## src/rtl/tch_pkg.sv

```systemverilog
// ----------------------------------------------------------------------------
// tch_pkg
// Shared types, widths and constants of the triangle check / Heron area block.
// ----------------------------------------------------------------------------
`default_nettype none

package tch_pkg;

  // Width of one side length (unsigned Q8.8 at 16).
  localparam int SIDE_WIDTH = 16;
  localparam int AREA_WIDTH = 31;

  // Sum of three sides and the difference factors (b+c-a etc.).
  localparam int SUM_W   = SIDE_WIDTH + 2;
  localparam int DIF_W   = SIDE_WIDTH + 1;

  // f1 = (a+b+c)(b+c-a), f2 = (a+c-b)(a+b-c)
  localparam int F1_W    = SUM_W + DIF_W;
  localparam int F2_W    = 2 * DIF_W;

  // f1 * f2 is built from two partial products over the halves of f2.
  localparam int F2_LO_W = DIF_W;
  localparam int F2_HI_W = F2_W - F2_LO_W;
  localparam int PP_LO_W = F1_W + F2_LO_W;
  localparam int PP_HI_W = F1_W + F2_HI_W;
  localparam int PROD_W  = F1_W + F2_W;

  // Square root: two result bits per stage.
  localparam int SQ_STAGES = (PROD_W + 3) / 4;
  localparam int RAD_W     = 4 * SQ_STAGES;
  localparam int ROOT_W    = RAD_W / 2;
  localparam int REM_W     = ROOT_W + 3;

  localparam logic [63:0] AREA_MAX = 64'h0000_0000_7FFF_FFFF;

  typedef struct packed {
    logic [SIDE_WIDTH-1:0] side_a;
    logic [SIDE_WIDTH-1:0] side_b;
    logic [SIDE_WIDTH-1:0] side_c;
  } tch_in_t;

  typedef struct packed {
    logic                  is_triangle;
    logic [AREA_WIDTH-1:0] area;
  } tch_out_t;

  // Control that travels with every pipeline stage.
  typedef struct packed {
    logic vld;
    logic ok;
  } tch_ctl_t;

  // Working state of the digit-by-digit square root.
  typedef struct packed {
    logic [RAD_W-1:0]  rad;
    logic [REM_W-1:0]  rem;
    logic [ROOT_W-1:0] root;
  } tch_sq_t;

endpackage

`default_nettype wire

```

## src/rtl/tch_mult.sv

```systemverilog
// ----------------------------------------------------------------------------
// tch_mult
// Wide product f1 * f2 from two registered partial products and one add.
// ----------------------------------------------------------------------------
`default_nettype none

module tch_mult (
  input  wire logic                     clk_i,
  input  wire logic                     rst_ni,
  input  wire logic                     en_i,
  input  wire tch_pkg::tch_ctl_t        ctl_i,
  input  wire logic [tch_pkg::F1_W-1:0] f1_i,
  input  wire logic [tch_pkg::F2_W-1:0] f2_i,
  output tch_pkg::tch_ctl_t             ctl_o,
  output logic [tch_pkg::RAD_W-1:0]     rad_o
);

  localparam int LW = tch_pkg::PP_LO_W;
  localparam int HW = tch_pkg::PP_HI_W;
  localparam int RW = tch_pkg::RAD_W;

  tch_pkg::tch_ctl_t ctl_d_q, ctl_e_q;
  logic [LW-1:0]     pp_lo_q;
  logic [HW-1:0]     pp_hi_q;
  logic [RW-1:0]     prod_q;

  always_ff @(posedge clk_i or negedge rst_ni) begin
    if (!rst_ni) begin
      ctl_d_q <= '0;
      ctl_e_q <= '0;
    end else if (en_i) begin
      ctl_d_q <= ctl_i;
      ctl_e_q <= ctl_d_q;
    end
  end

  always_ff @(posedge clk_i) begin
    if (en_i) begin
      pp_lo_q <= LW'(f1_i) * LW'(f2_i[tch_pkg::F2_LO_W-1:0]);
      pp_hi_q <= HW'(f1_i) * HW'(f2_i[tch_pkg::F2_W-1:tch_pkg::F2_LO_W]);
      prod_q  <= RW'(pp_lo_q) + (RW'(pp_hi_q) << tch_pkg::F2_LO_W);
    end
  end

  assign ctl_o = ctl_e_q;
  assign rad_o = prod_q;

endmodule

`default_nettype wire

```

## config.mk

```make
export PLATFORM = sky130hd
export DESIGN_NAME = tch_mult
export DESIGN_NICKNAME = d
export VERILOG_FILES = /design/src/rtl/tch_pkg.sv /design/src/rtl/tch_mult.sv
export SDC_FILE = /design/constraint.sdc
export NUM_CORES = 2
export LEC_CHECK = 0
export BUFFER_PORTS_ARGS = -buffer_cell sky130_fd_sc_hd__buf_4
export CAP_MARGIN = 25
export CORE_ASPECT_RATIO = 0.6
export CORE_MARGIN = 10
export CORE_UTILIZATION = 65
export DETAILED_ROUTE_END_ITERATION = 12
export GPL_TIMING_DRIVEN = 0
export PLACE_DENSITY = 0.92
export SLEW_MARGIN = 20
export SYNTH_ARGS = -nofsm -noshare
export SYNTH_HDL_FRONTEND = slang
export SYNTH_SLANG_ARGS = --single-unit
export TNS_END_PERCENT = 10
```

## constraint.sdc

```tcl
create_clock -name clk_i -period 6 [get_ports clk_i]
set_clock_uncertainty 0.2 [all_clocks]
set_input_delay 1.2 -clock clk_i [delete_from_list [all_inputs] [get_ports clk_i]]
set_output_delay 1.2 -clock clk_i [all_outputs]
set_load 0.01 [all_outputs]
```

==> impl_results.md <==
* Status: finished with violations
* Failing checks: negative setup slack
* Asr flop ratio synth at 0.02247
* IO buf count at approximately 120
* CTS buffer count at 17
* CP arrival at between 7 and 8 ns
* Reg area at about 5300 um^2
* Critical Path RT at ~6 ns
* Initial Util at 0.6604
* Max cap viols at 0
* First-pass GRT wire length at approximately 240000 um
* Worst-margin pin slew at between 0.9 and 1 ns
* Core area at ~69000 um^2
* Clock transition at path regs at between 0.1 and 0.15 ns
* Hold Worst Slack at 0.1924 ns
* Final setup margin at -1.655 ns
* Startpoint Class: input pin
* DP HPWL at ~130000 um
* Vias in the first global route at between 30000 and 40000
* Fin area at ~52000 um^2
* Fillcell total at ~4400
* Post-route ant nets at 0
* Cell at the slowest stage of the critical path: fa_2
* Largest net degree at the start of global routing at 104
* Final wirelength at ~160000 um
* Peak fanout along the critical path at 10
* Crit path max-delay family: adder cells
* Hold buffer count at CTS at 0
* Root Driver: clkbuf_16
* Vias per cell at just over 6
* Sink Count at roughly 180
* Post-Syn Area at around 45000 um^2
* Die ar. at approximately 80000 um^2
* Worst skew pair latency at between 0.5 and 0.6 ns
* Post-synth EDFFs at about 170
* DR iter-0 viols at ~5800
* Post-place instance area at about 48000 um^2
* Worst Reg-to-Reg Cells at 12
* Hold WC Path Type: reg -> reg
* Synth Instances at approximately 5000
* Initial antenna violation count at 8
* WS Path Type: in -> reg
* Min-Delay Path Depth at 0
* Gr usage total at 0.3941
* Proportion of layout cells with a drive suffix above 1 at 0.1452
* Chip Width at between 300 and 400 um
* Distinct cells, synth at between 80 and 90
* Min-delay src: pp_lo_q[0]
* Detailed Routing Iterations Pass 1 at 10
* R2r endpoint: rad_o[59]
* Final Max Tran Viols at 0
* Sequential-to-total area share from yosys stat at 0.1177
* Die Span Y at between 200 and 250 um
* Multi-input combinational cell area at about 36000 um^2
* Routability cong. at about 1.1
* Post-layout util at 0.7652
* Final #Nets at between 6000 and 7000
* Mean post-synth cell area at between 9 and 10 um^2
* CTS Buffer Depth at 2
* Slew HR at 0.3802
* Pre-CTS setup slack at -3.586 ns
* CTS tree: yes
* Synth Register Bits at 178
* Num ports at 148
* Synth Flop Type: edfxtp_1
* DRC viols at 0
* Most used cell, CP: fa_1
* Critical Path Start: f1_i[14]
* GR Overflow Total at 0
* Crit end category: flop
* Setup violators final at 73
* R2r setup slk at approximately 2.1 ns
* Via count at about 38000
* Hold Path Sink: rad_o[0]
* Fmax at around 130 MHz
* Routed WL per cell at 26.60 um
* Crit path buf inv count at 10
* Synth Warn # at 0
* Final period utilization at 1.276
* R2r startpoint: pp_lo_q[17]
* H-tree level count at 4
* Final-report hold violation count at 0
* Crit-path max cell delay at between 0.6 and 0.7 ns
* Site Rows at 74
* Post-route minimum period at around 7.7 ns
* Layout area overhead at 15.87%
* RSZ-0062 raised after global routing: yes
[layer usage]
metal / share of wire / global-route usage / wire (um)
met1: 0.35 / 0.5018 / 57080
met2: 0.38 / 0.5207 / 62130
met3: 0.21 / 0.2707 / 34950
met4: 0.049 / 0.1339 / 7929
met5: 0.0029 / 0.04926 / 464
[repair_timing]
action                     in CTS  in global routing
gates cloned                    0                  0
pin swaps                      72                 86
setup endpoints to repair      80                 79
resized for setup             511                259
setup buffers                  58                 26
[kinds of logic (layout without fill, tap and decap cells)]
family,after synthesis,count (layout),share of synthesized area
adder cells (fa/ha/maj),1276,1276,0.5169
multiplexers,5,5,0.001217
XOR/XNOR,139,139,0.02691
AO/OA/AOI/OAI,397,397,0.05788
AND/OR/NAND/NOR,1512,1512,0.1590
flip-flops,178,178,0.1177
other,1,15,0.00008288
buffers and inverters,1444,1678,0.1203
[state kept, by name, summed over array words and instances (netlist names)]
signal and count:
rad_o 70, pp_hi_q 52, pp_lo_q 52, ctl_d_q 2, ctl_o 2
[cell usage in the layout (no fill, tap or decap), types with 27 or more instances in the layout]
master and n:
fa_1 951, clkbuf_16 56, fa_2 38, a21oi_1 100
nor2_1 68, nand2_1 813, inv_1 1163, clkbuf_2 33
a21o_1 62, buf_4 196, ha_1 253, and2_1 448
xor2_1 38, o21ai_0 29, buf_6 34, clkbuf_8 63
edfxtp_1 174, clkbuf_4 44, clkbuf_1 27, xnor2_1 77
[worst max path at each step]
stage                  end  slack [ns]  cells after the start
3_3_place_gp   pp_lo_q[50]       -3.59                     21
2_1_floorplan  pp_lo_q[47]       -1.06                     23
6_report       pp_lo_q[43]       -1.66                     26
5_1_grt        pp_lo_q[47]       -1.58                     25
3_5_place_dp   pp_lo_q[50]       -3.59                     21
4_1_cts        pp_lo_q[49]       -1.33                     24
[cells in the mapped netlist (12+ instances only)]
| cell type | number | area share |
|---|---|---|
| clkbuf_1 | 256 | 0.021 |
| inv_1 | 1174 | 0.097 |
| nand2b_1 | 14 | 0.0019 |
| xnor2_1 | 92 | 0.018 |
| ha_1 | 287 | 0.079 |
| nor3_1 | 23 | 0.0025 |
| edfxtp_1 | 174 | 0.12 |
| nand4_1 | 26 | 0.0036 |
| and2_1 | 463 | 0.064 |
| nor2_1 | 77 | 0.0064 |
| and3_1 | 17 | 0.0024 |
| o21bai_1 | 17 | 0.0028 |
| nand3_1 | 25 | 0.0028 |
| o21ai_0 | 47 | 0.0052 |
| a211oi_1 | 12 | 0.0020 |
| fa_1 | 989 | 0.44 |
| xor2_1 | 47 | 0.0091 |
| nand2_1 | 826 | 0.069 |
| o21a_1 | 12 | 0.0020 |
| nor2b_1 | 13 | 0.0018 |
| a31oi_1 | 15 | 0.0021 |
| o21ai_1 | 21 | 0.0023 |
| a21oi_1 | 134 | 0.015 |
| a21o_1 | 63 | 0.010 |
[worst reg2reg max path: cells and delay by family, from the launching register on]
kind                     cells  cell delay [ns]
adder cells (fa/ha/maj)      2             0.65
XOR/XNOR                     1             0.09
flip-flops                   1             0.35
AO/OA/AOI/OAI                6             1.75
AND/OR/NAND/NOR              2             0.52
buffers and inverters        1             0.07
[stage by stage]
stage                     TNS (ns)  std cells
after floorplan             -43.69       4953
after global placement     -154.34       5988
after detailed placement   -159.34       5989
after CTS                   -51.25       6076
after global routing        -63.88       6102
final                       -62.23       6112
[final cells by class]
class,instances,share of cell area
clock inverter,13,0.003246
timing repair buffer,208,0.03446
antenna,13,0.0006205
tap,912,0.02176
multi-input combinational,3331,0.6891
buffer,264,0.05689
sequential,178,0.1016
clock buffer,19,0.008257
inverter,1174,0.08405
Power is not shown: default switching activity piles up to over one toggle a cycle in this logic, so the estimate is an artifact.
