## config.mk

```make
export PLATFORM = sky130hd
export DESIGN_NAME = tch_factors
export DESIGN_NICKNAME = d
export VERILOG_FILES = /design/src/rtl/tch_pkg.sv /design/src/rtl/tch_factors.sv
export SDC_FILE = /design/constraint.sdc
export NUM_CORES = 2
export LEC_CHECK = 0
export ABC_CLOCK_PERIOD_IN_PS = 12340
export BUFFER_PORTS_ARGS = -buffer_cell sky130_fd_sc_hd__buf_4
export CAP_MARGIN = 20
export CELL_PAD_IN_SITES_DETAIL_PLACEMENT = 1
export CELL_PAD_IN_SITES_GLOBAL_PLACEMENT = 1
export CORE_UTILIZATION = 51
export DETAILED_ROUTE_END_ITERATION = 8
export PLACE_DENSITY = 0.83
export REMOVE_ABC_BUFFERS = 1
export SLEW_MARGIN = 20
export SYNTH_ARGS = -nofsm -noshare
export SYNTH_HDL_FRONTEND = slang
export SYNTH_SLANG_ARGS = --single-unit
```

## constraint.sdc

```tcl
create_clock -name clk_i -period 12.34 [get_ports clk_i]
set_input_delay 1.234 -clock clk_i [delete_from_list [all_inputs] [get_ports clk_i]]
set_output_delay 1.234 -clock clk_i [all_outputs]
set_load 0.03 [all_outputs]
```

## src/rtl/tch_pkg.sv

```systemverilog
// ----------------------------------------------------------------------------
// tch_pkg
// Shared types, widths and constants of the triangle check / Heron area block.
// ----------------------------------------------------------------------------
`default_nettype none

package tch_pkg;

  // Width of one side length (unsigned Q8.8 at 16).
  localparam int SIDE_WIDTH = 16;
  localparam int AREA_WIDTH = 31;

  // Sum of three sides and the difference factors (b+c-a etc.).
  localparam int SUM_W   = SIDE_WIDTH + 2;
  localparam int DIF_W   = SIDE_WIDTH + 1;

  // f1 = (a+b+c)(b+c-a), f2 = (a+c-b)(a+b-c)
  localparam int F1_W    = SUM_W + DIF_W;
  localparam int F2_W    = 2 * DIF_W;

  // f1 * f2 is built from two partial products over the halves of f2.
  localparam int F2_LO_W = DIF_W;
  localparam int F2_HI_W = F2_W - F2_LO_W;
  localparam int PP_LO_W = F1_W + F2_LO_W;
  localparam int PP_HI_W = F1_W + F2_HI_W;
  localparam int PROD_W  = F1_W + F2_W;

  // Square root: two result bits per stage.
  localparam int SQ_STAGES = (PROD_W + 3) / 4;
  localparam int RAD_W     = 4 * SQ_STAGES;
  localparam int ROOT_W    = RAD_W / 2;
  localparam int REM_W     = ROOT_W + 3;

  localparam logic [63:0] AREA_MAX = 64'h0000_0000_7FFF_FFFF;

  typedef struct packed {
    logic [SIDE_WIDTH-1:0] side_a;
    logic [SIDE_WIDTH-1:0] side_b;
    logic [SIDE_WIDTH-1:0] side_c;
  } tch_in_t;

  typedef struct packed {
    logic                  is_triangle;
    logic [AREA_WIDTH-1:0] area;
  } tch_out_t;

  // Control that travels with every pipeline stage.
  typedef struct packed {
    logic vld;
    logic ok;
  } tch_ctl_t;

  // Working state of the digit-by-digit square root.
  typedef struct packed {
    logic [RAD_W-1:0]  rad;
    logic [REM_W-1:0]  rem;
    logic [ROOT_W-1:0] root;
  } tch_sq_t;

endpackage

`default_nettype wire

```

## src/rtl/tch_factors.sv

```systemverilog
// ----------------------------------------------------------------------------
// tch_factors
// Register the sides, check the triangle, form the two Heron factor products.
// ----------------------------------------------------------------------------
`default_nettype none

module tch_factors (
  input  wire logic                           clk_i,
  input  wire logic                           rst_ni,
  input  wire logic                           en_i,
  input  wire logic                           valid_i,
  input  wire tch_pkg::tch_in_t               in_i,
  output tch_pkg::tch_ctl_t                   ctl_o,
  output logic [tch_pkg::F1_W-1:0]            f1_o,
  output logic [tch_pkg::F2_W-1:0]            f2_o
);

  localparam int SW = tch_pkg::SIDE_WIDTH;
  localparam int SU = tch_pkg::SUM_W;
  localparam int DW = tch_pkg::DIF_W;

  // Stage A: sides
  logic          vld_a_q;
  logic [SW-1:0] a_q, b_q, c_q;

  // Stage B: sum and differences
  tch_pkg::tch_ctl_t ctl_b_q, ctl_b_d;
  logic [SU-1:0]     s_q, s_d;
  logic [DW-1:0]     d1_q, d2_q, d3_q, d1_d, d2_d, d3_d;

  // Stage C: factor products
  tch_pkg::tch_ctl_t          ctl_c_q;
  logic [tch_pkg::F1_W-1:0]   f1_q;
  logic [tch_pkg::F2_W-1:0]   f2_q;

  logic [SU-1:0] ea, eb, ec, ab, bc, ac;
  logic          ok;

  always_comb begin
    ea = SU'(a_q);
    eb = SU'(b_q);
    ec = SU'(c_q);
    ab = ea + eb;
    bc = eb + ec;
    ac = ea + ec;
    ok = (|a_q) && (|b_q) && (|c_q) && (ab > ec) && (bc > ea) && (ac > eb);
    ctl_b_d.vld = vld_a_q;
    ctl_b_d.ok  = ok;
    // zero the factors of an invalid set so the root comes out zero
    s_d  = ok ? (ab + ec) : '0;
    d1_d = ok ? DW'(bc - ea) : '0;
    d2_d = ok ? DW'(ac - eb) : '0;
    d3_d = ok ? DW'(ab - ec) : '0;
  end

  always_ff @(posedge clk_i or negedge rst_ni) begin
    if (!rst_ni) begin
      vld_a_q <= 1'b0;
      ctl_b_q <= '0;
      ctl_c_q <= '0;
    end else if (en_i) begin
      vld_a_q <= valid_i;
      ctl_b_q <= ctl_b_d;
      ctl_c_q <= ctl_b_q;
    end
  end

  always_ff @(posedge clk_i) begin
    if (en_i) begin
      a_q  <= in_i.side_a;
      b_q  <= in_i.side_b;
      c_q  <= in_i.side_c;
      s_q  <= s_d;
      d1_q <= d1_d;
      d2_q <= d2_d;
      d3_q <= d3_d;
      f1_q <= tch_pkg::F1_W'(s_q) * tch_pkg::F1_W'(d1_q);
      f2_q <= tch_pkg::F2_W'(d2_q) * tch_pkg::F2_W'(d3_q);
    end
  end

  assign ctl_o = ctl_c_q;
  assign f1_o  = f1_q;
  assign f2_o  = f2_q;

endmodule

`default_nettype wire

```

==> flow_metrics.py <==
metrics = {
    "setup_path": {
        "worst_path_cell_chain": "nand2_1 -> fa_1 -> inv_1 -> fa_1 -> fa_1 -> fa_1 -> fa_1 -> inv_1 -> fa_1 -> inv_1 -> ha_1 -> a21o_1 -> a21o_1 -> a21oi_1 -> o2111ai_1 -> o21ai_0 -> o21bai_1 -> a2111oi_0 -> xnor2_1",
        "max_stage_delay_ps": 1020,
        "r2r-start": "d1_q[8]",
        "crit_arrival_ps": 7680,
        "timing.critical_path.required_ps": 12600,
        "critPathSlowestCell": "sky130_fd_sc_hd__edfxtp_1",
        "cp-end-kind": "register",
        "reg2regPathDepth": 19,
        "timing.critical_path.mode_cell": "sky130_fd_sc_hd__fa_1",
        "worstSetupStartpointType": "register",
        "timing.critical_path.fanout_max": 18,
        "launch_point_of_the_critical_path": "d1_q[8]",
        "crit_type": "register to register",
    },
    "clocking": {
        "cts_repair_resize_count": 0,
        "tritoncts_clock_tree": "built",
        "clkSlewWorstSetupHoldPaths_ps": 80,
        "clock_sinks": 190,
        "htree_num_levels": 4,
        "root_buffer": "sky130_fd_sc_hd__clkbuf_16",
        "clock_tree_buf_depth": 2,
        "cts.hold.buffers_added": 0,
        "cts_setup_buffers": 0,
        "clock_insertion_delay_worst_skew_ps": 530,
        "cts_made_buffers": 17,
    },
    "global_route": {
        "first_global_vias": 26500,
        "grt.overflow.total": 0,
        "antenna_found_initial": 1,
        "maximum_number_of_pins_on_one_net_before_global_route_repair": 128,
        "grt_pass1_wl_um": 140000,
        "overall_global_routing_resource_usage_pct": 30.0,
    },
    "logic_synthesis": {
        "synth-seq-area-share_pct": 18.5,
        "yosysUniqueCellTypes": 70,
        "ys_warn_count": 0,
        "synthesis.area_mm2": 0.0307,
        "synth_async_sr_flop_share_pct": 2.63,
        "synth.area.top_cells": "sky130_fd_sc_hd__fa_1 31%, sky130_fd_sc_hd__edfxtp_1 18%, sky130_fd_sc_hd__ha_1 13%",
        "synth-edff-count": 185,
        "dominantRegCellSynth": "sky130_fd_sc_hd__edfxtp_1",
        "postSynthAreaPerCell_um2": 9.39,
        "area_share_of_the_largest_cell_type_after_synthesis_pct": 30.6,
        "synth_area_leader_cell": "sky130_fd_sc_hd__fa_1",
        "yosys_register_bits": 190,
        "syn-instance-count": 3272,
    },
    "detailed_routing": {
        "drt-vias-per-instance": 5.68,
        "drc": 4,
        "avgRoutedWirePerCell_um": 21.4,
        "drt-initial-drc-count": 1365,
        "detailroute.via_count": 23300,
        "wl_um": 87900,
        "firstDrtPassIters": 9,
        "antenna_violating_nets_post_route": 0,
    },
    "die": {
        "die_w_um": 247,
        "row_count": 89,
        "initial_core_util_pct": 51.9,
        "coreArea_mm2": 0.0592,
        "die_area_mm2": 0.0612,
        "num_io_pins": 123,
        "dieHeight_um": 247,
    },
    "final_layout": {
        "ff_latch_area_mm2": 0.00568,
        "postLayoutCellArea_mm2": 0.0329,
        "multi_input_area_mm2": 0.0222,
        "layout_commonest_cell": "sky130_fd_sc_hd__inv_1",
        "commonest_cells_after_routing_fill_and_taps_aside": "663 x sky130_fd_sc_hd__inv_1, 470 x sky130_fd_sc_hd__fa_1, 405 x sky130_fd_sc_hd__nand2_1",
        "fillerInstances": 6740,
        "post_route_cells_drive_above_1_share_pct": 5.70,
        "design.final.nets": 4172,
        "finish.cell_count_without_fillers": 4107,
        "syn_to_final_growth_pct": 6.96,
    },
    "timing": {
        "finalHoldViolations": 0,
        "slew_headroom_pct": 25.4,
        "grt_setup_unrepaired": "false",
        "report.final.slew_viol_count": 0,
        "max_slew.worst_pin.slew_ps": 1120,
        "fmax_ghz": 0.135,
        "period_share_pct": 60.1,
        "clock_skew_ps": 19.7,
        "fin_tns_setup_ps": 0,
        "final.setup.worst_slack_ps": 4920,
        "post-route-min-period_ps": 7420,
        "final-setup-viol-count": 0,
    },
    "placement": {
        "pre_cts_slack_ps": 5050,
        "port-buffer-count": 122,
        "dpl.hpwl_um": 69400,
        "place.gp.congestion": 0.910,
        "placed_cells": 4074,
        "post_dp_cell_area_mm2": 0.0322,
    },
    "flow_run": {
        "cap_viol_max_count": 0,
    },
    "worst_hold_path": {
        "hp-class": "input port to asynchronous set/reset pin",
    },
    "outcome": {
        "status": "complete, but fails checks",
        "violated_checks": "DRC",
    },
}
==> synthesized netlist by cell type (5+ instances only) <==
library cell,n
sky130_fd_sc_hd__or3_1,11
sky130_fd_sc_hd__and3_1,17
sky130_fd_sc_hd__nor2_1,146
sky130_fd_sc_hd__a221oi_1,6
sky130_fd_sc_hd__dfrtp_1,5
sky130_fd_sc_hd__a211o_1,7
sky130_fd_sc_hd__o21a_1,25
sky130_fd_sc_hd__o31a_1,5
sky130_fd_sc_hd__o31ai_1,7
sky130_fd_sc_hd__nand4_1,15
sky130_fd_sc_hd__clkbuf_1,84
sky130_fd_sc_hd__nand2b_1,29
sky130_fd_sc_hd__nor2b_1,22
sky130_fd_sc_hd__o21bai_1,19
sky130_fd_sc_hd__o21ai_0,51
sky130_fd_sc_hd__nand2_1,405
sky130_fd_sc_hd__nor3_1,41
sky130_fd_sc_hd__edfxtp_1,185
sky130_fd_sc_hd__xnor2_1,100
sky130_fd_sc_hd__nand3_1,32
sky130_fd_sc_hd__or2_2,9
sky130_fd_sc_hd__nor4_1,17
sky130_fd_sc_hd__ha_1,330
sky130_fd_sc_hd__a21o_1,47
sky130_fd_sc_hd__and2_1,252
sky130_fd_sc_hd__a2111oi_0,7
sky130_fd_sc_hd__mux2_2,5
sky130_fd_sc_hd__a31oi_1,13
sky130_fd_sc_hd__a31o_2,6
sky130_fd_sc_hd__fa_1,470
sky130_fd_sc_hd__xor2_1,38
sky130_fd_sc_hd__a211oi_1,15
sky130_fd_sc_hd__a21oi_1,118
sky130_fd_sc_hd__inv_1,663
sky130_fd_sc_hd__buf_2,8
==> final cells by class <==
type | count | area share (%)
clock buffer | 17 | 1.29
sequential | 190 | 17.3
timing repair buffer | 126 | 2.90
multi-input combinational | 2322 | 67.4
clock inverter | 15 | 0.579
inverter | 663 | 7.57
tap | 773 | 2.94
antenna | 1 | 0.00761
==> through the flow <==
stage / utilization (%) / hold WS (ps)
2_1_floorplan: - / 475
3_3_place_gp: 54.4 / 485
3_5_place_dp: 54.4 / 504
4_1_cts: 55.5 / 469
5_1_grt: 55.5 / 488
6_report: 55.5 / 503
==> worst paths after layout <==
check,to,slack [ps]
worst max-delay path,f1_o[33],4920
worst min-delay path,ctl_o[1],500
worst max register to register,f1_o[33],4920
worst min register to register,ctl_o[0],520
max in group asynchronous,ctl_b_q[0],11730
min in group clk_i,ctl_o[0],520
==> per-layer routing <==
layer | vias to the layer above | global-route usage, % | wire length (um)
li1 | 10400 | - | -
met1 | 12000 | 37.1 | 35900
met2 | 680 | 51.0 | 43500
met3 | 228 | 4.81 | 4390
met4 | 2 | 14.7 | 4100
met5 | - | 0 | 13
==> kinds of logic (layout without fill, tap and decap cells) <==
logic type      count (synthesis)  in the layout  synth area share, %
other cells                     0              1                    0
fa+ha+maj                     800            800                 44.1
xor+xnor                      138            138                 3.93
buf+inv                       760            821                 9.40
flops                         190            190                 18.5
simple gates                 1010           1010                 15.9
compound gates                368            368                 8.03
mux                             6              6                0.216
==> flip-flops by register name (all words and copies together), names as in the netlist <==
register / count
c_q: 16
s_q: 18
ctl_o: 2
d3_q: 16
vld_a_q: 1
ctl_b_q: 2
f2_o: 34
b_q: 16
d2_q: 17
f1_o: 35
a_q: 16
d1_q: 17
==> worst max-delay path: cells and delay by family, from the launching register on <==
kind                     cells  cell delay (ps)
adder cells (fa/ha/maj)      7             3450
flip-flops                   1             1020
AO/OA/AOI/OAI                7             2220
buffers and inverters        3              150
XOR/XNOR                     1              120
AND/OR/NAND/NOR              1              200
Power is left out: the tool's default activity adds up to more than one toggle a clock period on the data nets, which glitch-free logic cannot reach.
