==> src/rtl/tch_pkg.sv <==
// ----------------------------------------------------------------------------
// tch_pkg
// Shared types, widths and constants of the triangle check / Heron area block.
// ----------------------------------------------------------------------------
`default_nettype none

package tch_pkg;

  // Width of one side length (unsigned Q8.8 at 16).
  localparam int SIDE_WIDTH = 16;
  localparam int AREA_WIDTH = 31;

  // Sum of three sides and the difference factors (b+c-a etc.).
  localparam int SUM_W   = SIDE_WIDTH + 2;
  localparam int DIF_W   = SIDE_WIDTH + 1;

  // f1 = (a+b+c)(b+c-a), f2 = (a+c-b)(a+b-c)
  localparam int F1_W    = SUM_W + DIF_W;
  localparam int F2_W    = 2 * DIF_W;

  // f1 * f2 is built from two partial products over the halves of f2.
  localparam int F2_LO_W = DIF_W;
  localparam int F2_HI_W = F2_W - F2_LO_W;
  localparam int PP_LO_W = F1_W + F2_LO_W;
  localparam int PP_HI_W = F1_W + F2_HI_W;
  localparam int PROD_W  = F1_W + F2_W;

  // Square root: two result bits per stage.
  localparam int SQ_STAGES = (PROD_W + 3) / 4;
  localparam int RAD_W     = 4 * SQ_STAGES;
  localparam int ROOT_W    = RAD_W / 2;
  localparam int REM_W     = ROOT_W + 3;

  localparam logic [63:0] AREA_MAX = 64'h0000_0000_7FFF_FFFF;

  typedef struct packed {
    logic [SIDE_WIDTH-1:0] side_a;
    logic [SIDE_WIDTH-1:0] side_b;
    logic [SIDE_WIDTH-1:0] side_c;
  } tch_in_t;

  typedef struct packed {
    logic                  is_triangle;
    logic [AREA_WIDTH-1:0] area;
  } tch_out_t;

  // Control that travels with every pipeline stage.
  typedef struct packed {
    logic vld;
    logic ok;
  } tch_ctl_t;

  // Working state of the digit-by-digit square root.
  typedef struct packed {
    logic [RAD_W-1:0]  rad;
    logic [REM_W-1:0]  rem;
    logic [ROOT_W-1:0] root;
  } tch_sq_t;

endpackage

`default_nettype wire

==> src/rtl/tch_sqrt_stage.sv <==
// ----------------------------------------------------------------------------
// tch_sqrt_stage
// One register stage of the restoring square root: two root bits per stage.
// ----------------------------------------------------------------------------
`default_nettype none

module tch_sqrt_stage (
  input  wire logic              clk_i,
  input  wire logic              rst_ni,
  input  wire logic              en_i,
  input  wire tch_pkg::tch_ctl_t ctl_i,
  input  wire tch_pkg::tch_sq_t  sq_i,
  output tch_pkg::tch_ctl_t      ctl_o,
  output tch_pkg::tch_sq_t       sq_o
);

  localparam int RW = tch_pkg::RAD_W;
  localparam int MW = tch_pkg::REM_W;
  localparam int TW = tch_pkg::ROOT_W;

  tch_pkg::tch_ctl_t ctl_q;
  tch_pkg::tch_sq_t  sq_q, sq_d;
  logic [RW-1:0]     rad;
  logic [MW-1:0]     rem, trial;
  logic [TW-1:0]     root;

  always_comb begin
    rad  = sq_i.rad;
    rem  = sq_i.rem;
    root = sq_i.root;
    for (int k = 0; k < 2; k++) begin
      // bring down the next two radicand bits, try root*4+1
      rem   = {rem[MW-3:0], rad[RW-1:RW-2]};
      rad   = {rad[RW-3:0], 2'b00};
      trial = {MW'(root) << 2} | MW'(1);
      if (rem >= trial) begin
        rem  = rem - trial;
        root = {root[TW-2:0], 1'b1};
      end else begin
        root = {root[TW-2:0], 1'b0};
      end
    end
    sq_d.rad  = rad;
    sq_d.rem  = rem;
    sq_d.root = root;
  end

  always_ff @(posedge clk_i or negedge rst_ni) begin
    if (!rst_ni) begin
      ctl_q <= '0;
    end else if (en_i) begin
      ctl_q <= ctl_i;
    end
  end

  always_ff @(posedge clk_i) begin
    if (en_i) begin
      sq_q <= sq_d;
    end
  end

  assign ctl_o = ctl_q;
  assign sq_o  = sq_q;

endmodule

`default_nettype wire

==> config.mk <==
export PLATFORM = sky130hd
export DESIGN_NAME = tch_sqrt_stage
export DESIGN_NICKNAME = d
export VERILOG_FILES = /design/src/rtl/tch_pkg.sv /design/src/rtl/tch_sqrt_stage.sv
export SDC_FILE = /design/constraint.sdc
export NUM_CORES = 1
export LEC_CHECK = 0
export ABC_AREA = 1
export ABC_CLOCK_PERIOD_IN_PS = 1040
export BUFFER_PORTS_ARGS = -buffer_cell sky130_fd_sc_hd__buf_2
export CAP_MARGIN = 30
export CORE_AREA = 2 2 169 204
export DETAILED_ROUTE_END_ITERATION = 6
export DIE_AREA = 0 0 171 206
export GPL_ROUTABILITY_DRIVEN = 0
export PLACE_DENSITY = 0.53
export SLEW_MARGIN = 20
export SYNTH_ARGS = -nofsm -noshare
export SYNTH_HDL_FRONTEND = slang
export SYNTH_SLANG_ARGS = --single-unit
==> constraint.sdc <==
create_clock -name clk_i -period 1.04 [get_ports clk_i]
set_input_delay 0.156 -clock clk_i [delete_from_list [all_inputs] [get_ports clk_i]]
set_output_delay 0.156 -clock clk_i [all_outputs]
set_load 0.01 [all_outputs]
==> results of run 1 <==
worst min-delay path by stage:
stage            from        to  slack, ns  cells after the start
3_3_place_gp   rst_ni  ctl_o[0]      -0.06                      1
3_5_place_dp   rst_ni  ctl_o[1]      -0.05                      1
4_1_cts        rst_ni  ctl_o[1]      0.007                      2
5_1_grt        rst_ni  ctl_o[1]       0.04                      2
6_report       rst_ni  ctl_o[0]       0.04                      2
2_1_floorplan  rst_ni  ctl_o[0]      -0.14                      0
power by group through the flow:
stage | clock (µW) | sequential (µW) | combinational (µW)
after floorplan | 0 | 8440 | 5840
after global placement | 0 | 7970 | 12800
after detailed placement | 0 | 7980 | 12900
after CTS | 6100 | 7860 | 16500
after global routing | 6320 | 7940 | 19000
final | 5980 | 7850 | 17800
metal layers:
metal	GRT usage	vias to the layer above	routed length [µm]
li1	-	5980	-
met1	0.2678	5765	17310
met2	0.4418	409	22270
met3	0.03715	122	2092
met4	0.1347	0	2499
met5	0	-	0
layout by cell type, fill, tap and decap left out, types with 11 or more instances in the layout:
master,count
a21oi_1,52
a21oi_2,42
a21oi_4,14
buf_2,284
buf_4,459
buf_6,25
clkbuf_16,18
dlygate4sd3_1,105
edfxtp_1,143
ha_1,22
ha_4,53
inv_1,127
inv_2,44
nand2_1,185
nand2_2,68
nand2_4,30
nand3_1,27
nand4_1,11
nor2_1,87
nor2_2,26
nor2_4,16
o21ai_0,24
o21ai_1,35
o21ai_2,37
xnor2_1,35
xor2_1,23
through the flow:
step / instances / power, µW / setup slack, ns / utilization
finish: 2606 / 31610 / -2.627 / 0.5971
global route: 2606 / 33260 / -2.745 / 0.5971
CTS: 2586 / 30490 / -2.472 / 0.5799
detailed placement: 2374 / 20910 / -3.478 / 0.4672
global placement: 2374 / 20790 / -3.449 / 0.4672
floorplan: 1244 / 14280 / -2.586 / -
cell families (layout without fill, tap and decap cells):
| family | Yosys count | count (layout) |
|---|---|---|
| DFF | 145 | 145 |
| buffers and inverters | 203 | 1109 |
| AOI/OAI and AO/OA | 270 | 270 |
| muxes | 2 | 2 |
| xor gates and xnor gates | 62 | 62 |
| and+or+nand+nor | 482 | 482 |
| other | 1 | 4 |
| adders and majority gates | 76 | 76 |
state kept, by name, summed over array words and instances (netlist names):
name / count
sq_o: 143
ctl_o: 2
cell type report:
type	instances	area [µm²]	share of cell area
Clock buffer	20	436.7	0.02182
Sequential cell	145	4344	0.2171
Multi-Input combinational cell	896	7117	0.3556
Timing Repair Buffer	896	6683	0.3339
Tap cell	456	570.5	0.02851
Clock inverter	12	132.6	0.006627
Inverter	181	729.5	0.03645
timing repair:
item | 4_1_cts | 5_1_grt
hold buffers | 105 | 0
buffers inserted | 67 | 21
cloned | 8 | 1
setup endpoints to repair | 186 | 186
pin swaps | 87 | 65
gates resized for setup | 389 | 111
endpoints found under the hold margin | 106 | 0
==> summary.md, run 1 <==
| Metric | Value |
|---|---|
| Critical Path Sink Type | register |
| Most frequent cell after synthesis | nand2_1 |
| Mapped cell area | a little over 10000 µm² |
| Switching part of the total | 0.3676 |
| Largest family of logic cells by synthesized area | simple AND/OR/NAND/NOR gates |
| Final worst path period share | 3.526 |
| HPWL after detailed placement | between 30000 and 40000 µm |
| IO buf count | between 200 and 300 |
| Total global routing overflow | 0 |
| CTS root buffer | clkbuf_16 |
| Internal reg-to-reg setup slack | around 0.30 ns |
| Setup TNS Final | -111.58 ns |
| WS Path Type | in -> reg |
| GR Util All Layers | 0.2425 |
| Critical Path RT | approximately 1.2 ns |
| Mapped Cells | between 1000 and 1500 |
| R2R Path End | ctl_o[0] |
| Placed Area | about 16000 µm² |
| Internal | 19990 µW |
| Seq cells post-synth | around 150 |
| CTS Buffer Depth | 2 |
| Largest net degree at the start of global routing | 24 |
| Post-Synth Adder-Cell Area | 0.09316 |
| Endpoints failing setup | ~190 |
| Worst-path maximum fanout | 7 |
| Share of the synthesized area in the top cell type | 0.4207 |
| Status | complete, but fails checks |
| Cell family with most CP delay | simple AND/OR/NAND/NOR gates |
| Crit path top cell by count | nand2_4 |
| Nets | around 2400 |
| Distinct cell type count of the synthesized netlist | 45 |
| Yosys warning count | 0 |
| Compound-Gate Fraction of Synth Area | 0.1492 |
| Leak | just over 0.009 µW |
| Vias | 12280 |
| Finished Cell Area | 20010 µm² |
| Cells on worst reg2reg path | 1 |
| Top cells by area, synth | edfxtp_1 (42%), nand2_1 (10%), ha_1 (9.3%), inv_1 (6.6%), a21oi_1 (5.2%) |
| Area delta synth->final | 96.06% |
| Combinational Power Share | 0.563 |
| Clock power share | 0.189 |
| Max-cap check violation count | 0 |
| Slowest CP cell | ha_4 |
| CTS Sinks | around 150 |
| Worst setup SP type | input port |
| Layout cells sized above 1 | 0.5693 |
| Fmax | ~270 MHz |
| Clock Latency Late Sink | roughly 0.42 ns |
| Critical path arrival | approximately 3.9 ns |
| Hold Path Class | in -> async |
| WP depth | 31 |
| Top_reg_cell synth | edfxtp_1 |
| Final wirelength | between 40000 and 50000 µm |
| Count of final max-slew check failures | 0 |
| Violated checks | setup timing |
| H-tree depth | 4 |
| Clock Skews | 0 ns |
| Commonest cells post-synth | nand2_1 (271), inv_1 (180), edfxtp_1 (143), nor2_1 (126), a21oi_1 (106) |
| Ant diodes | 0 |
| Final ANT Viol Nets | 0 |
| Die ar. | between 30000 and 40000 µm² |
| Die Span Y | between 200 and 250 µm |
| Final WS setup | -2.627 ns |
| Power per cell area | 1579 nW/µm² |
| Post-Synth XOR/XNOR Area | 0.05320 |
| End of the critical path | sq_o[36] |
| RSZ-0062 raised after global routing | yes |
| Crit-path max cell delay | roughly 0.37 ns |
| Async SR Flop Fraction | 0.01379 |
| Fillers | 2847 |
| Buf+Inv Stages, Crit Path | 10 |
| Initial core utilization | 0.3045 |
| EDFF count, synth | between 100 and 150 |
| Avg WL per Cell | roughly 17 µm |
| Row cnt | 74 |
| Simple-gate area share of the yosys netlist | 0.1945 |
| Sequential area share after synthesis | 0.4256 |
| Yosys top cell by area | edfxtp_1 |
| Initial antenna violation count | 0 |
| Final hold vios | 0 |
| DR iter-0 viols | around 630 |
| Vias per cell | 4.711 |
| Die W | between 150 and 200 µm |
| Peak supply drop | around 0.0013 V |
| CTS tree | built |
| Mapped Avg Cell Area | between 8 and 9 µm² |
| First-pass GRT wire length | between 60000 and 70000 µm |
| Core area | ~34000 µm² |
| I/O pins | around 300 |
| Reg-to-reg startpoint | ctl_o[0] |
| Mux contribution to synthesized area | 0.002206 |
| Vias in the first global route | approximately 13000 |
| Sw Pwr | about 12000 µW |
| Hold WS | about 0.038 ns |
| Startpoint of the worst setup timing path | sq_i[20] |
| Part of the power in registers | 0.248 |
| Iteration count of the initial detailed-routing pass | 5 |
| DRC Markers | 0 |
| Clock transition at the registers of the reported paths | ~0.060 ns |
| Number of buffers created by CTS | 17 |
| Minimum clock period | between 3 and 4 ns |
No activity file was read; power rests on OpenSTA's default activity.
==> inputs of run 2 (changes only) <==
Settings changed: ABC_AREA 1 to unset, CORE_AREA 2 2 169 204 to 2 2 165 199, DIE_AREA 0 0 171 206 to 0 0 167 201.
==> summary.md, run 2 <==
| Metric | Value |
|---|---|
| RSZ-0062 raised after global routing | yes |
| Vias in the first global route | approximately 11000 |
| CTS root buffer | clkbuf_16 |
| Multi-input logic area | 6121 µm² |
| CTS Buffer Depth | 2 |
| Total global routing overflow | 0 |
| Mapped Cells | ~950 |
| Status | complete, but fails checks |
| Clock Skews | 0 ns |
| Power, Total | 28180 µW |
| Part of the power in registers | 0.281 |
| DR iter-0 viols | 624 |
| Core area | roughly 32000 µm² |
| Initial antenna violation count | 2 |
| Most frequent cells in the layout | buf_4 (384), buf_2 (262), edfxtp_1 (143), dlygate4sd3_1 (105), a21oi_1 (68) |
| Peak supply drop | 0.001159 V |
| Sw Pwr | roughly 9500 µW |
| Yosys warning count | 0 |
| Die Span Y | between 200 and 250 µm |
| Top cells by area, synth | edfxtp_1 (44%), ha_1 (9.8%), a21oi_1 (5.5%), xnor2_1 (4.1%), nor2_1 (3.0%) |
| Clock Latency Late Sink | between 0.4 and 0.5 ns |
| Number of buffers created by CTS | 17 |
| EDFF count, synth | about 140 |
| Area delta synth->final | 86.05% |
| Critical path arrival | a little under 5 ns |
| Critical Path Sink Type | register |
| Slew at the pin closest to its max-slew limit | 0.5367 ns |
| Leak | about 0.0081 µW |
| Layout cells sized above 1 | 0.5388 |
| Sequential area share after synthesis | 0.4497 |
| Async SR Flop Fraction | 0.01379 |
| Endpoints failing setup | 186 |
| Max-slew headroom | 0.6392 |
| Distinct cell type count of the synthesized netlist | 75 |
| Hold Path Class | in -> async |
| Die ar. | about 34000 µm² |
| Worst setup SP type | input port |
| WS Path Type | in -> reg |
| Combinational Power Share | 0.496 |
| Seq cells post-synth | around 150 |
| Crit-path max cell delay | 0.35 ns |
| Fillers | between 2000 and 3000 |
| Violated checks | setup timing |
| IO buf count | between 200 and 300 |
| GR Util All Layers | 0.2216 |
| CTS Sinks | approximately 150 |
| Switching part of the total | 0.3386 |
| Final ANT Viol Nets | 0 |
| Mapped Avg Cell Area | around 10 µm² |
| Register area | 4344 µm² |
| Vias per cell | ~4.8 |
| Avg WL per Cell | roughly 17 µm |
| Die W | 167 µm |
| Critical Path RT | approximately 1.2 ns |
| Commonest non-fill, non-tap cell in the layout | buf_4 |
| Most frequent cell after synthesis | edfxtp_1 |
| Largest register FFs | about 140 |
| Setup TNS Final | -157.74 ns |
| Yosys top cell by area | edfxtp_1 |
| Row cnt | 72 |
| DRC Markers | 0 |
| Final hold vios | 0 |
| Cells on worst reg2reg path | 2 |
| Clock power share | 0.223 |
| Clock transition at the registers of the reported paths | roughly 0.070 ns |
| Largest net degree at the start of global routing | 37 |
| First-pass GRT wire length | 57530 µm |
| Minimum clock period | 4.744 ns |
| Max-cap check violation count | 0 |
| Slowest CP cell | a211o_1 |
| Iteration count of the initial detailed-routing pass | 5 |
| Count of final max-slew check failures | 0 |
| Share of the synthesized area in the top cell type | 0.4445 |
| I/O pins | about 300 |
| Mapped cell area | roughly 9700 µm² |
| Internal | between 15000 and 20000 µW |
| Final worst path period share | 4.562 |
| Power per cell area | approximately 1600 nW/µm² |
| Fmax | around 210 MHz |
| HPWL after detailed placement | 28640 µm |
| Commonest cells post-synth | edfxtp_1 (143), a21oi_1 (106), ha_1 (76), nor2_1 (76), nand2_1 (63) |
| Final wirelength | approximately 38000 µm |
| Placed Area | 14540 µm² |
| Crit path top cell by count | buf_4 |
| Final WS setup | -3.704 ns |
| Nets | between 1500 and 2000 |
| Placement Setup Slack | -4.540 ns |
| Vias | 10350 |
| Initial core utilization | 0.3038 |
| H-tree depth | 4 |
| Top_reg_cell synth | edfxtp_1 |
| Finished Cell Area | approximately 18000 µm² |
| CTS tree | built |
| Worst-path maximum fanout | 10 |
[run 2: cells by family (layout without fill, tap and decap cells)]
family | Yosys count | count (layout) | synth area share
flops | 145 | 145 | 0.4497
compound gates | 284 | 284 | 0.1878
xor+xnor | 65 | 65 | 0.05893
buf+inv | 93 | 906 | 0.04093
simple gates | 257 | 257 | 0.1315
fa+ha+maj | 76 | 76 | 0.09843
other cells | 1 | 5 | 0.0003882
mux | 28 | 28 | 0.03238
[run 2: path summary, 6_finish.rpt]
check                         start  endpoint  slack, ns
max in group asynchronous    rst_ni  ctl_o[1]       0.91
max                         sq_i[3]  sq_o[51]      -3.70
min in group clk_i             en_i  sq_o[86]       0.07
max reg2reg                ctl_o[0]  ctl_o[0]       0.18
min reg2reg                ctl_o[1]  ctl_o[1]       0.51
min                          rst_ni  ctl_o[0]       0.03
[run 2: routing by layer]
metal / part of all wire / track usage / vias up
li1: - / - / 5121
met1: 0.40 / 0.2467 / 4863
met4: 0.033 / 0.08836 / 2
met3: 0.045 / 0.04278 / 59
met2: 0.52 / 0.4115 / 305
met5: 0.00034 / 0 / -
[run 2: area by class of cell]
| type | instances | area share |
|---|---|---|
| Sequential cell | 145 | 0.2417 |
| Tap cell | 407 | 0.02833 |
| Timing Repair Buffer | 814 | 0.3409 |
| Antenna cell | 1 | 0.0001392 |
| Clock buffer | 18 | 0.02388 |
| Clock inverter | 14 | 0.008771 |
| Inverter | 60 | 0.01573 |
| Multi-Input combinational cell | 714 | 0.3405 |
[run 2: through the flow]
stage | utilization | hold slack, ns | instances
6_report | 0.5652 | 0.03219 | 2173
5_1_grt | 0.5652 | 0.01838 | 2173
4_1_cts | 0.5556 | 0.0007205 | 2162
3_5_place_dp | 0.4573 | -0.05567 | 1948
3_3_place_gp | 0.4573 | -0.05768 | 1948
2_1_floorplan | - | -0.1396 | 952
[run 2: critical path: cells and delay by family]
kind / cells / cell delay (ns)
fa+ha+maj: 1 / 0.27
compound gates: 6 / 1.57
buf+inv: 20 / 2.38
simple gates: 3 / 0.22
mux: 1 / 0.31
[run 2: power by group through the flow]
stage	Combinational [µW]	Sequential (µW)	Clock, µW
5_1_grt	15100	8020	6650
3_5_place_dp	11300	8060	0
6_report	14000	7930	6270
3_3_place_gp	11300	8050	0
2_1_floorplan	5860	8430	0
4_1_cts	13600	7950	6460
[run 2: what timing repair did]
item,CTS,global route
hold endpoints to repair,106,0
endpoints found under the setup margin,186,186
pin swaps,91,50
resized for setup,202,52
setup buffers,72,12
cloned,6,1
hold buffers,105,0
==> inputs of run 3 (changes only) <==
Settings changed: ABC_AREA set to 1, CORE_AREA 2 2 165 199 to 2 2 126 152, DIE_AREA 0 0 167 201 to 0 0 128 154, PLACE_DENSITY 0.53 to 0.87.
==> summary.md, run 3 <==
| Metric | Value |
|---|---|
| I/O pins | around 300 |
| Setup bufs post-CTS | 73 |
| Mapped Avg Cell Area | between 8 and 9 µm² |
| Hold_buf cts | 105 |
| Row cnt | 54 |
| Async SR Flop Fraction | 0.01379 |
| Distinct cell type count of the synthesized netlist | 45 |
| Placement Setup Slack | -3.634 ns |
| Yosys warning count | 0 |
| IO buf count | just under 300 |
| Share of the synthesized area in the top cell type | 0.4207 |
| Most frequent cell after synthesis | nand2_1 |
| Top cells by area, synth | edfxtp_1 (42%), nand2_1 (10%), ha_1 (9.3%), inv_1 (6.6%), a21oi_1 (5.2%) |
| Die Span Y | between 150 and 200 µm |
| Seq cells post-synth | around 150 |
| CTS resizes | 460 |
| Commonest cells post-synth | nand2_1 (271), inv_1 (180), edfxtp_1 (143), nor2_1 (126), a21oi_1 (106) |
| Status | aborted with a tool error |
| EDFF count, synth | approximately 140 |
| CTS Sinks | approximately 150 |
| CTS root buffer | clkbuf_16 |
| Die W | approximately 130 µm |
| H-tree depth | 4 |
| CTS Buffer Depth | 2 |
| Last stage reached | 4_1_cts |
| First error | [ERROR DPL-0038] Utilization greater than 100%, impossible to legalize |
| HPWL after detailed placement | 35320 µm |
| Mapped Cells | approximately 1200 |
| Yosys top cell by area | edfxtp_1 |
| Sequential area share after synthesis | 0.4256 |
| Mapped cell area | just over 10000 µm² |
| Initial core utilization | 0.5637 |
| Top_reg_cell synth | edfxtp_1 |
| Number of buffers created by CTS | 17 |
run 3: cell count changes after synthesis, sizes merged, moves of 24 or more:
| cell | before | now |
|---|---|---|
| a21o | 37 | 6 |
| inv | 60 | 181 |
| mux2 | 26 | 2 |
| nand2 | 63 | 283 |
| nor2 | 76 | 129 |
| o21ai | 57 | 106 |
run 3: kinds of logic after synthesis:
family | synth area share
AOI/OAI and AO/OA | 0.1492
other | 0.0003674
DFF | 0.4256
buffers and inverters | 0.08176
and+or+nand+nor | 0.1945
xor gates and xnor gates | 0.05320
muxes | 0.002206
adders and majority gates | 0.09316
run 3: through the flow:
stage               instances  hold slack, ns  cell area, µm²    util
detailed placement       2114        -0.05779           15130  0.8358
global placement         2114        -0.06068           15130  0.8358
floorplan                1244         -0.1396           10710       -
==> inputs of run 4 (changes only) <==
Settings changed: CORE_AREA 2 2 126 152 to 2 2 163 165, DIE_AREA 0 0 128 154 to 0 0 165 167, PLACE_DENSITY 0.87 to unset, PLACE_DENSITY_LB_ADDON set to 0.15.
==> summary.md, run 4 (same netlist as run 1, synthesis figures left out) <==
| Metric | Value |
|---|---|
| Status | complete, but fails checks |
| Violated checks | setup timing |
| Critical path arrival | around 3.9 ns |
| IO buf count | between 200 and 300 |
| Nets | between 2000 and 2500 |
| Finished Cell Area | 19570 µm² |
| Setup TNS Final | -115.51 ns |
| Iteration count of the initial detailed-routing pass | 5 |
| Final wirelength | 45700 µm |
| Fillers | ~1700 |
| Minimum clock period | 3.767 ns |
| Total global routing overflow | 0 |
| Largest net degree at the start of global routing | 39 |
| Final WS setup | -2.727 ns |
| Endpoints failing setup | between 150 and 200 |
| Area delta synth->final | 91.71% |
| Placed Area | 15510 µm² |
| Vias in the first global route | ~13000 |
| Multi-input logic area | around 7000 µm² |
| HPWL after detailed placement | about 32000 µm |
| Hold WS | 0.04126 ns |
| Avg WL per Cell | ~19 µm |
| Max-cap check violation count | 0 |
| Row cnt | 59 |
| Power per cell area | ~1600 nW/µm² |
| Placement Setup Slack | -3.588 ns |
| Die W | ~170 µm |
| CTS tree | built |
| Clock transition at the registers of the reported paths | approximately 0.07 ns |
| Vias | 12630 |
| Initial antenna violation count | 3 |
| Final ANT Viol Nets | 0 |
| Vias per cell | between 5 and 6 |
| Count of final max-slew check failures | 0 |
| DRC Markers | 0 |
| Clock Skews | 0 ns |
| Power, Total | around 31000 µW |
| Die ar. | 27560 µm² |
| Critical Path Sink Type | register |
| Layout cells sized above 1 | 0.5611 |
| Die Span Y | around 170 µm |
| Number of buffers created by CTS | 17 |
| Initial core utilization | 0.3962 |
| Hold Path Class | in -> async |
| Worst-path maximum fanout | 6 |
| GR Util All Layers | 0.3042 |
| Fmax | around 270 MHz |
| Final worst path period share | 3.622 |
| I/O pins | roughly 300 |
| CTS Sinks | 145 |
| CTS Buffer Depth | 2 |
| CTS root buffer | clkbuf_16 |
| DR iter-0 viols | approximately 1000 |
| Commonest non-fill, non-tap cell in the layout | buf_4 |
| Register area | 4344 µm² |
| Core area | between 20000 and 30000 µm² |
| First-pass GRT wire length | approximately 64000 µm |
| Worst setup SP type | input port |
| Critical Path RT | ~1.2 ns |
| Peak supply drop | ~0.0013 V |
| Largest register FFs | 143 |
| Most frequent cells in the layout | buf_4 (452), buf_2 (278), nand2_1 (183), edfxtp_1 (143), inv_1 (127) |
| RSZ-0062 raised after global routing | yes |
| Leak | between 0.008 and 0.009 µW |
| Clock Latency Late Sink | ~0.43 ns |
| H-tree depth | 4 |
| Final hold vios | 0 |
| WS Path Type | in -> reg |
==> run 4: metal layers <==
metal / vias up / track usage / wire (µm)
li1: 5946 / - / -
met4: 0 / 0.1338 / 2023
met2: 594 / 0.5411 / 22920
met5: - / 0 / 0
met1: 5949 / 0.3615 / 17830
met3: 143 / 0.04209 / 2933
==> run 4: area by class of cell <==
type / count / area share
Multi-Input combinational cell: 896 / 0.3570
Timing Repair Buffer: 874 / 0.3316
Sequential cell: 145 / 0.2220
Inverter: 181 / 0.03811
Clock buffer: 18 / 0.02193
Tap cell: 335 / 0.02142
Clock inverter: 14 / 0.007545
Antenna cell: 3 / 0.0003836
==> run 4: worst paths after layout <==
path	depth (start not counted)	end	slack [ns]	from
min in group clk_i	2	sq_o[24]	0.05	sq_i[22]
max in group asynchronous	2	ctl_o[0]	0.90	rst_ni
min reg2reg	1	ctl_o[1]	0.54	ctl_o[1]
min	2	ctl_o[1]	0.04	rst_ni
max reg2reg	2	ctl_o[0]	0.14	ctl_o[0]
max	28	sq_o[46]	-2.73	sq_i[1]
==> run 4: power by group <==
part	switching [µW]	total, µW	internal, µW
clock network	2720	6110	3390
registers	264	7860	7600
logic	8930	17500	8590
total	11900	31500	19600
==> run 4: through the flow <==
| step | utilization | cells |
|---|---|---|
| 4_1_cts | 0.7158 | 2426 |
| 6_report | 0.7596 | 2466 |
| 2_1_floorplan | - | 1244 |
| 3_3_place_gp | 0.6020 | 2255 |
| 5_1_grt | 0.7596 | 2466 |
| 3_5_place_dp | 0.6020 | 2255 |
==> run 4: critical path, stage by stage <==
cell and delay [ns]:
buf_2 0.09, inv_2 0.05, ha_4 0.29, buf_4 0.13, nand3_1 0.13, nor2_1 0.14, nand2_1 0.08, nor2_2 0.16
nor2_4 0.07, nand2_4 0.11, inv_6 0.06, buf_12 0.13, o21ai_1 0.25, ha_1 0.35, a21oi_1 0.20, inv_1 0.14
nor2_2 0.20, o21ai_2 0.09, a31oi_1 0.26, nand2_4 0.10, nand2_2 0.07, nand2_2 0.06, nand2_2 0.08, nand2_4 0.09
clkinv_8 0.09, buf_12 0.12, buf_12 0.13, o21ai_2 0.06
==> run 4: repair_timing <==
item / in CTS / in global routing
hold buffers: 104 / 0
cloned: 4 / 7
pin swaps: 87 / 81
setup endpoints to repair: 186 / 186
setup buffers: 33 / 35
endpoints found under the hold margin: 105 / 0
gates resized for setup: 254 / 210
